## config.mk

```make
export PLATFORM = sky130hd
export DESIGN_NAME = sprite_animation_slew_controller
export DESIGN_NICKNAME = d
export VERILOG_FILES = /design/src/hdl/sasc_pkg.sv /design/src/hdl/sasc_cfg.sv /design/src/hdl/sasc_slew.sv /design/src/hdl/sasc_frame.sv /design/src/hdl/sprite_animation_slew_controller.sv
export SDC_FILE = /design/constraint.sdc
export NUM_CORES = 2
export LEC_CHECK = 0
export ABC_AREA = 1
export BUFFER_PORTS_ARGS = -buffer_cell sky130_fd_sc_hd__buf_2
export CORE_MARGIN = 5
export CORE_UTILIZATION = 40
export DETAILED_ROUTE_END_ITERATION = 8
export PLACE_DENSITY = 0.66
export SKIP_LAST_GASP = 1
export SLEW_MARGIN = 25
export SYNTH_ARGS = -nofsm -noshare
export SYNTH_HDL_FRONTEND = slang
export SYNTH_SLANG_ARGS = --single-unit
```

## constraint.sdc

```tcl
create_clock -name clk -period 6.1 [get_ports clk]
set_input_delay 0.61 -clock clk [delete_from_list [all_inputs] [get_ports clk]]
set_output_delay 0.61 -clock clk [all_outputs]
set_load 0.03 [all_outputs]
```

## src/hdl/sasc_pkg.sv

```systemverilog
`timescale 1ns / 1ps

package sasc_pkg;

    // Fixed point: 65536 = 1.0 for scales and opacity
    localparam logic signed [23:0] ONE_FIX = 24'sd65536;

    localparam int CFG_IDX_W  = 3;
    localparam int CFG_DATA_W = 16;

    // Configuration register indexes
    typedef enum logic [CFG_IDX_W-1:0] {
        REG_TICK_RATE     = 3'd0,
        REG_FRAME_COUNT   = 3'd1,
        REG_FRAME_WIDTH   = 3'd2,
        REG_FRAME_HEIGHT  = 3'd3,
        REG_ROTATION_STEP = 3'd4,
        REG_OPACITY_STEP  = 3'd5,
        REG_SCALE_STEP    = 3'd6
    } reg_idx_t;

    // Command codes
    typedef enum logic [3:0] {
        OP_TICK      = 4'd0,
        OP_SET_POS   = 4'd1,
        OP_TGT_POS   = 4'd2,
        OP_SET_SCALE = 4'd3,
        OP_SET_XS    = 4'd4,
        OP_SET_YS    = 4'd5,
        OP_TGT_SCALE = 4'd6,
        OP_TGT_XS    = 4'd7,
        OP_TGT_YS    = 4'd8,
        OP_SET_OPAC  = 4'd9,
        OP_TGT_OPAC  = 4'd10,
        OP_SET_ROT   = 4'd11,
        OP_TGT_ROT   = 4'd12
    } opcode_t;

    typedef struct packed {
        logic [7:0]  tick_rate;
        logic [7:0]  frame_count;
        logic [11:0] frame_width;
        logic [11:0] frame_height;
        logic [15:0] rotation_step;
        logic [15:0] opacity_step;
        logic [15:0] scale_step;
    } cfg_t;

    typedef struct packed {
        logic [3:0]         opcode;
        logic signed [15:0] pos_x;
        logic signed [15:0] pos_y;
        logic signed [23:0] value;
    } in_item_t;

    typedef struct packed {
        logic signed [15:0] cur_x;
        logic signed [15:0] cur_y;
        logic signed [23:0] cur_xscale;
        logic signed [23:0] cur_yscale;
        logic signed [23:0] cur_opacity;
        logic signed [23:0] cur_rotation;
        logic [7:0]         cur_frame;
        logic [15:0]        sheet_col_offset;
        logic [19:0]        sheet_row_offset;
    } out_item_t;

endpackage

```

## src/hdl/sasc_cfg.sv

```systemverilog
`timescale 1ns / 1ps

module sasc_cfg
(
    input  logic                           clk,
    input  logic                           rst_n,
    input  logic                           cfg_en,
    input  logic [sasc_pkg::CFG_IDX_W-1:0]  cfg_index,
    input  logic [sasc_pkg::CFG_DATA_W-1:0] cfg_data,
    output sasc_pkg::cfg_t                 cfg
);
    import sasc_pkg::*;

    cfg_t cfg_reg;

    // Register file, written by index; unknown indexes ignored
    always_ff @(posedge clk or negedge rst_n)
    begin
        if (!rst_n)
        begin
            cfg_reg.tick_rate     <= 8'd4;
            cfg_reg.frame_count   <= 8'd1;
            cfg_reg.frame_width   <= 12'd0;
            cfg_reg.frame_height  <= 12'd0;
            cfg_reg.rotation_step <= 16'd179;
            cfg_reg.opacity_step  <= 16'd1311;
            cfg_reg.scale_step    <= 16'd13107;
        end
        else if (cfg_en)
        begin
            unique case (cfg_index)
                REG_TICK_RATE:     cfg_reg.tick_rate     <= cfg_data[7:0];
                REG_FRAME_COUNT:   cfg_reg.frame_count   <= cfg_data[7:0];
                REG_FRAME_WIDTH:   cfg_reg.frame_width   <= cfg_data[11:0];
                REG_FRAME_HEIGHT:  cfg_reg.frame_height  <= cfg_data[11:0];
                REG_ROTATION_STEP: cfg_reg.rotation_step <= cfg_data;
                REG_OPACITY_STEP:  cfg_reg.opacity_step  <= cfg_data;
                REG_SCALE_STEP:    cfg_reg.scale_step    <= cfg_data;
                default: ;
            endcase
        end
    end

    assign cfg = cfg_reg;

endmodule

```

## src/hdl/sasc_slew.sv

```systemverilog
`timescale 1ns / 1ps

// Moves a value one step toward its goal, clamping at the goal
module sasc_slew
#(
    parameter int W  = 24,
    parameter int SW = 16
)
(
    input  logic signed [W-1:0] now,
    input  logic signed [W-1:0] goal,
    input  logic [SW-1:0]       step,
    output logic signed [W-1:0] slewed
);
    logic signed [W+1:0] n_x;
    logic signed [W+1:0] g_x;
    logic signed [W+1:0] a_x;
    logic signed [W+1:0] up;
    logic signed [W+1:0] dn;

    // Two guard bits keep the sums free of overflow
    assign n_x = {{2{now[W-1]}}, now};
    assign g_x = {{2{goal[W-1]}}, goal};
    assign a_x = {{(W+2-SW){1'b0}}, step};
    assign up  = n_x + a_x;
    assign dn  = n_x - a_x;

    always_comb
    begin
        if (g_x > n_x)
            slewed = (up >= g_x) ? goal : up[W-1:0];
        else if (g_x < n_x)
            slewed = (dn <= g_x) ? goal : dn[W-1:0];
        else
            slewed = now;
    end

endmodule

```

## src/hdl/sasc_frame.sv

```systemverilog
`timescale 1ns / 1ps

// Tick divider, frame counter and sheet cell position.
// Column and row follow the frame by increments, so no divider is needed.
module sasc_frame
#(
    parameter int FRAMES_PER_ROW = 10
)
(
    input  logic           clk,
    input  logic           rst_n,
    input  logic           tick,
    input  sasc_pkg::cfg_t cfg,
    output logic [7:0]     frame,
    output logic [15:0]    col_offset,
    output logic [19:0]    row_offset
);
    import sasc_pkg::*;

    localparam int CW    = (FRAMES_PER_ROW > 1) ? $clog2(FRAMES_PER_ROW) : 1;
    localparam int CPW   = 12 + CW;
    localparam logic [CW-1:0] COL_LAST = CW'(FRAMES_PER_ROW - 1);

    logic [7:0]    div_reg,   div_next;
    logic [7:0]    frame_reg, frame_next;
    logic [CW-1:0] col_reg,   col_next;
    logic [7:0]    row_reg,   row_next;
    logic [7:0]    div_inc;
    logic [7:0]    frame_inc;
    logic [CPW-1:0] col_prod;
    logic [19:0]   row_prod;

    assign div_inc   = div_reg + 8'd1;
    assign frame_inc = frame_reg + 8'd1;

    // Next divider, frame and cell position
    always_comb
    begin
        div_next   = div_reg;
        frame_next = frame_reg;
        col_next   = col_reg;
        row_next   = row_reg;
        if (tick)
        begin
            div_next = div_inc;
            if (div_inc >= cfg.tick_rate)
            begin
                div_next = 8'd0;
                if (frame_inc == cfg.frame_count || frame_inc == 8'd0)
                begin
                    frame_next = 8'd0;
                    col_next   = '0;
                    row_next   = 8'd0;
                end
                else
                begin
                    frame_next = frame_inc;
                    if (col_reg == COL_LAST)
                    begin
                        col_next = '0;
                        row_next = row_reg + 8'd1;
                    end
                    else
                    begin
                        col_next = col_reg + CW'(1);
                    end
                end
            end
        end
    end

    always_ff @(posedge clk or negedge rst_n)
    begin
        if (!rst_n)
        begin
            div_reg   <= 8'd0;
            frame_reg <= 8'd0;
            col_reg   <= '0;
            row_reg   <= 8'd0;
        end
        else
        begin
            div_reg   <= div_next;
            frame_reg <= frame_next;
            col_reg   <= col_next;
            row_reg   <= row_next;
        end
    end

    // Sheet offsets of the frame after this beat
    assign col_prod   = {{CW{1'b0}}, cfg.frame_width} * {{12{1'b0}}, col_next};
    assign row_prod   = {8'd0, cfg.frame_height} * {12'd0, row_next};
    assign frame      = frame_next;
    assign col_offset = 16'(col_prod);
    assign row_offset = row_prod;

    a_col_range: assert property (@(posedge clk) disable iff (!rst_n)
        col_reg <= COL_LAST)
        else $error("sheet column beyond row length");

    a_frame_zero: assert property (@(posedge clk) disable iff (!rst_n)
        frame_reg == 8'd0 |-> (col_reg == '0 && row_reg == 8'd0))
        else $error("cell position not cleared with frame");

    a_hold: assert property (@(posedge clk) disable iff (!rst_n)
        !tick |=> ($stable(frame_reg) && $stable(div_reg)))
        else $error("frame counter moved without a tick");

endmodule

```

## src/hdl/sprite_animation_slew_controller.sv

```systemverilog
`timescale 1ns / 1ps

// Channel   Signals                              Direction  Beat
// in        in_valid, in_ready, in_data          input      one command or tick
// out       out_valid, out_ready, out_data       output     one result per input beat
// cfg       cfg_en, cfg_index, cfg_data          input      one register write
//
// One beat per cycle is sustained while out_ready is high; a result appears in the cycle after its input beat.
// All property updates and the sheet offsets are done before the single output register.
// in_ready is low only while a result is held in the output register and out_ready is low.
// Reset (rst_n, asynchronous) restores all but the output data register at once.
module sprite_animation_slew_controller
#(
    parameter int FRAMES_PER_ROW = 10
)
(
    input  logic                           clk,
    input  logic                           rst_n,
    input  logic                           cfg_en,
    input  logic [sasc_pkg::CFG_IDX_W-1:0]  cfg_index,
    input  logic [sasc_pkg::CFG_DATA_W-1:0] cfg_data,
    input  logic                           in_valid,
    output logic                           in_ready,
    input  sasc_pkg::in_item_t             in_data,
    output logic                           out_valid,
    input  logic                           out_ready,
    output sasc_pkg::out_item_t            out_data
);
    import sasc_pkg::*;

    cfg_t cfg;
    logic in_fire;
    logic tick;

    logic signed [15:0] x_reg,   x_next,   gx_reg,   gx_next;
    logic signed [15:0] y_reg,   y_next,   gy_reg,   gy_next;
    logic signed [23:0] xs_reg,  xs_next,  gxs_reg,  gxs_next;
    logic signed [23:0] ys_reg,  ys_next,  gys_reg,  gys_next;
    logic signed [23:0] op_reg,  op_next,  gop_reg,  gop_next;
    logic signed [23:0] rot_reg, rot_next, grot_reg, grot_next;

    logic signed [15:0] x_slew, y_slew;
    logic signed [23:0] xs_slew, ys_slew, op_slew, rot_slew;

    logic [7:0]  frame;
    logic [15:0] col_offset;
    logic [19:0] row_offset;

    logic      out_valid_reg;
    out_item_t out_data_reg;

    assign in_ready = !out_valid_reg || out_ready;
    assign in_fire  = in_valid && in_ready;
    assign tick     = in_fire && (in_data.opcode == OP_TICK);

    sasc_cfg u_cfg
    (
        .clk       (clk),
        .rst_n     (rst_n),
        .cfg_en    (cfg_en),
        .cfg_index (cfg_index),
        .cfg_data  (cfg_data),
        .cfg       (cfg)
    );

    sasc_frame #(.FRAMES_PER_ROW(FRAMES_PER_ROW)) u_frame
    (
        .clk        (clk),
        .rst_n      (rst_n),
        .tick       (tick),
        .cfg        (cfg),
        .frame      (frame),
        .col_offset (col_offset),
        .row_offset (row_offset)
    );

    // Slew units, position steps by the tick rate
    sasc_slew #(.W(16), .SW(8)) u_slew_x
        (.now(x_reg), .goal(gx_reg), .step(cfg.tick_rate), .slewed(x_slew));
    sasc_slew #(.W(16), .SW(8)) u_slew_y
        (.now(y_reg), .goal(gy_reg), .step(cfg.tick_rate), .slewed(y_slew));
    sasc_slew #(.W(24), .SW(16)) u_slew_xs
        (.now(xs_reg), .goal(gxs_reg), .step(cfg.scale_step), .slewed(xs_slew));
    sasc_slew #(.W(24), .SW(16)) u_slew_ys
        (.now(ys_reg), .goal(gys_reg), .step(cfg.scale_step), .slewed(ys_slew));
    sasc_slew #(.W(24), .SW(16)) u_slew_op
        (.now(op_reg), .goal(gop_reg), .step(cfg.opacity_step), .slewed(op_slew));
    sasc_slew #(.W(24), .SW(16)) u_slew_rot
        (.now(rot_reg), .goal(grot_reg), .step(cfg.rotation_step), .slewed(rot_slew));

    // Command decode
    always_comb
    begin
        x_next    = x_reg;    gx_next   = gx_reg;
        y_next    = y_reg;    gy_next   = gy_reg;
        xs_next   = xs_reg;   gxs_next  = gxs_reg;
        ys_next   = ys_reg;   gys_next  = gys_reg;
        op_next   = op_reg;   gop_next  = gop_reg;
        rot_next  = rot_reg;  grot_next = grot_reg;
        if (in_fire)
        begin
            unique case (in_data.opcode)
                OP_TICK:
                begin
                    x_next   = x_slew;
                    y_next   = y_slew;
                    xs_next  = xs_slew;
                    ys_next  = ys_slew;
                    op_next  = op_slew;
                    rot_next = rot_slew;
                end
                OP_SET_POS:
                begin
                    x_next  = in_data.pos_x;
                    gx_next = in_data.pos_x;
                    y_next  = in_data.pos_y;
                    gy_next = in_data.pos_y;
                end
                OP_TGT_POS:
                begin
                    gx_next = in_data.pos_x;
                    gy_next = in_data.pos_y;
                end
                OP_SET_SCALE:
                begin
                    xs_next  = in_data.value;
                    gxs_next = in_data.value;
                    ys_next  = in_data.value;
                    gys_next = in_data.value;
                end
                OP_SET_XS:
                begin
                    xs_next  = in_data.value;
                    gxs_next = in_data.value;
                end
                OP_SET_YS:
                begin
                    ys_next  = in_data.value;
                    gys_next = in_data.value;
                end
                OP_TGT_SCALE:
                begin
                    gxs_next = in_data.value;
                    gys_next = in_data.value;
                end
                OP_TGT_XS:    gxs_next = in_data.value;
                OP_TGT_YS:    gys_next = in_data.value;
                OP_SET_OPAC:
                begin
                    op_next  = in_data.value;
                    gop_next = in_data.value;
                end
                OP_TGT_OPAC:  gop_next = in_data.value;
                OP_SET_ROT:
                begin
                    rot_next  = in_data.value;
                    grot_next = in_data.value;
                end
                OP_TGT_ROT:   grot_next = in_data.value;
                default: ;
            endcase
        end
    end

    // Property state
    always_ff @(posedge clk or negedge rst_n)
    begin
        if (!rst_n)
        begin
            x_reg    <= '0;       gx_reg   <= '0;
            y_reg    <= '0;       gy_reg   <= '0;
            xs_reg   <= ONE_FIX;  gxs_reg  <= ONE_FIX;
            ys_reg   <= ONE_FIX;  gys_reg  <= ONE_FIX;
            op_reg   <= ONE_FIX;  gop_reg  <= ONE_FIX;
            rot_reg  <= '0;       grot_reg <= '0;
        end
        else
        begin
            x_reg    <= x_next;    gx_reg   <= gx_next;
            y_reg    <= y_next;    gy_reg   <= gy_next;
            xs_reg   <= xs_next;   gxs_reg  <= gxs_next;
            ys_reg   <= ys_next;   gys_reg  <= gys_next;
            op_reg   <= op_next;   gop_reg  <= gop_next;
            rot_reg  <= rot_next;  grot_reg <= grot_next;
        end
    end

    // Output register
    always_ff @(posedge clk or negedge rst_n)
    begin
        if (!rst_n)
            out_valid_reg <= 1'b0;
        else if (in_fire)
            out_valid_reg <= 1'b1;
        else if (out_ready)
            out_valid_reg <= 1'b0;
    end

    always_ff @(posedge clk)
    begin
        if (in_fire)
        begin
            out_data_reg.cur_x            <= x_next;
            out_data_reg.cur_y            <= y_next;
            out_data_reg.cur_xscale       <= xs_next;
            out_data_reg.cur_yscale       <= ys_next;
            out_data_reg.cur_opacity      <= op_next;
            out_data_reg.cur_rotation     <= rot_next;
            out_data_reg.cur_frame        <= frame;
            out_data_reg.sheet_col_offset <= col_offset;
            out_data_reg.sheet_row_offset <= row_offset;
        end
    end

    assign out_valid = out_valid_reg;
    assign out_data  = out_data_reg;

    a_set_pos: assert property (@(posedge clk) disable iff (!rst_n)
        in_fire && in_data.opcode == OP_SET_POS |=>
            (out_data.cur_x == $past(in_data.pos_x) && out_data.cur_y == $past(in_data.pos_y)))
        else $error("set position not reflected in result");

    a_out_hold: assert property (@(posedge clk) disable iff (!rst_n)
        out_valid && !out_ready |=> (out_valid && $stable(out_data)))
        else $error("result dropped or changed while stalled");

endmodule
```

==> results.py <==
metrics = {
    "synthesis": {
        "yosys-top-cells-count": "nand2_1, inv_1, ha_1, nand3_1, nor2_1",
        "synth_largest_area_cell": "dfrtp_1",
        "synthFlopType": "dfrtp_1",
        "synth_cell_types": 54,
        "synthArstFlopShare": 0.684,
        "synth_nets": 8272,
        "yosysSeqAreaShare": 0.279,
        "syn-cell-area_mm2": 0.0522,
        "synth_edf_count": 172,
        "netlist_instances": 7467,
        "ys_top_cells_by_area": "dfrtp_1, ha_1, nand2_1",
        "yosys_warnings": 0,
        "post_synth.cell_area_avg_um2": 6.99,
        "ys_ff_latch": 545,
        "synth_top_area_frac": 0.165,
        "synth.most_common_cell": "nand2_1",
    },
    "cells_and_area": {
        "nets": 8546,
        "largest_reg_flops": 172,
        "drive_gt1_frac": 0.0881,
        "syn_to_final_growth_pct": 12.8,
        "fill_cells": 13300,
    },
    "clock_tree": {
        "tritoncts": "built",
        "clockRootBuffer": "clkbuf_16",
        "clk_pin_slew_ps": 70,
        "cts_made_buffers": 70,
        "cts.sinks": 545,
        "clockBufferDepth": 3,
        "htreeDepth": 3,
        "clk_latency_ps": 670,
    },
    "outcome": {
        "violations": "negative setup slack",
        "status": "complete, but fails checks",
    },
    "sta": {
        "hold_violations": 0,
        "finClkSkew_ps": 31.1,
        "hold_ws_ps": 215,
        "fin_ws_ps": -423,
        "rsz0062_at_grt": "true",
        "slew_headroom": 0.242,
        "slew_violations": 0,
        "timing.fmax_mhz": 153,
        "post-route-period-util": 1.07,
        "fin_crit_ps": 6520,
        "worstMarginPinSlew_ps": 1140,
        "setup_viol_count_final": 12,
    },
    "critical_path": {
        "startpoint_type": "flop",
        "critical-path-max-stage-delay_ps": 510,
        "cp_num_cells": 35,
        "crit_family": "adder cells",
        "cp_slowest_cell": "fa_1",
        "crit_type": "reg2reg",
        "worst-path-max-fanout": 14,
        "worst_setup_path_end_kind": "flop",
        "crit_end": "out_data[17]",
        "reg2reg_depth": 35,
        "arrival_ps": 6940,
        "required_ps": 6520,
        "r2r_start": "u_frame.div_reg[0]",
        "crit_path_start": "u_frame.div_reg[0]",
        "crit_buf_inv": 11,
        "r2r-end": "out_data[17]",
        "r2r_setup_slack_ps": -420,
    },
    "global_routing": {
        "grt_max_degree": 135,
        "grt_pass1_wl_um": 290000,
        "grt.total_usage": 0.271,
        "overflow": 0,
        "grt_pass1_vias": 49300,
        "antenna_found_initial": 10,
    },
    "die": {
        "num_rows": 132,
        "initial_core_util": 0.403,
        "core-area_mm2": 0.129,
        "die_area_mm2": 0.138,
        "io_pins": 258,
        "die_w_um": 371,
        "die_y_um": 371,
    },
    "job": {
        "max_cap_viol_count": 0,
    },
    "hold_path": {
        "hold_path_depth": 3,
        "holdCritStartpoint": "in_data[39]",
        "hp-class": "in2reg",
    },
    "routing": {
        "wirelength_um": 192000,
        "ant_nets": 0,
        "dr_total_vias": 51600,
        "viasPerCell": 5.41,
        "firstDrtPassIters": 7,
        "drc": 0,
        "post_drt_wl_per_cell_um": 20.1,
        "drt_iter0_drc": 4686,
    },
    "placed_design": {
        "dp_hpwl_um": 149000,
        "io_buffers": 257,
        "globalplace.congestion": 1.03,
    },
}
metrics by stage:
| step | cell area (um2) | setup WS, ps | setup TNS (ps) | util | cells |
|---|---|---|---|---|---|
| floorplan | 52300 | -33.8 | -79.3 | - | 7467 |
| global placement | 56100 | -398 | -2220 | 0.433 | 9394 |
| detailed placement | 56100 | -563 | -4070 | 0.433 | 9394 |
| CTS | 58600 | -354 | -2260 | 0.452 | 9534 |
| global route | 58800 | -783 | -7050 | 0.454 | 9541 |
| finish | 58800 | -423 | -3040 | 0.454 | 9543 |
per-layer routing:
metal | GRT usage | part of all wire
met3 | 0.0329 | 0.068
met5 | 0 | 0
met4 | 0.115 | 0.044
met1 | 0.364 | 0.43
met2 | 0.442 | 0.45
placed cells by master, fill, tap and decap left out, types with 154 or more instances in the layout:
| cell | instances |
|---|---|
| nand3_1 | 559 |
| dfrtp_1 | 345 |
| a21oi_1 | 401 |
| inv_1 | 1135 |
| buf_4 | 154 |
| nor2_1 | 511 |
| edfxtp_1 | 172 |
| o21ai_0 | 408 |
| nand2_1 | 2064 |
| ha_1 | 619 |
| buf_2 | 256 |
| xor2_1 | 180 |
tightest hold or removal path, cell delays in order:
cell and delay, ps:
buf_2 90, a21oi_1 50, nand2_1 80
cell type report:
type                       count  area, um2  area share
multi-input combinational   5541      32800       0.557
sequential                   545      14500       0.247
inverter                    1163       4380      0.0744
timing repair buffer         420       2600      0.0441
tap                         1742       2180      0.0370
clock buffer                  99       2060      0.0350
clock inverter                31        289     0.00491
antenna                        2       5.00   0.0000851
repair_timing:
item,4_1_cts,5_1_grt
endpoints found under the hold margin,57,0
buffers inserted,10,7
endpoints found under the setup margin,11,17
pin swaps,28,26
gates cloned,0,0
hold buffers,1,0
gates resized for setup,18,43
worst min-delay path by stage:
| stage | slack (ps) | to |
|---|---|---|
| 3_5_place_dp | 470 | u_cfg.cfg[51] |
| 3_3_place_gp | 470 | u_cfg.cfg[51] |
| 5_1_grt | 210 | gy_reg[3] |
| 4_1_cts | 150 | y_reg[15] |
| 2_1_floorplan | 310 | gop_reg[0] |
| 6_report | 220 | y_reg[15] |
cell families after synthesis:
family          synth area share
buf+inv                    0.101
flops                      0.279
xor+xnor                  0.0342
fa+ha+maj                  0.186
compound gates             0.123
simple gates               0.277
Power is not shown: default switching activity piles up to over one toggle a cycle in this logic, so the estimate is an artifact.
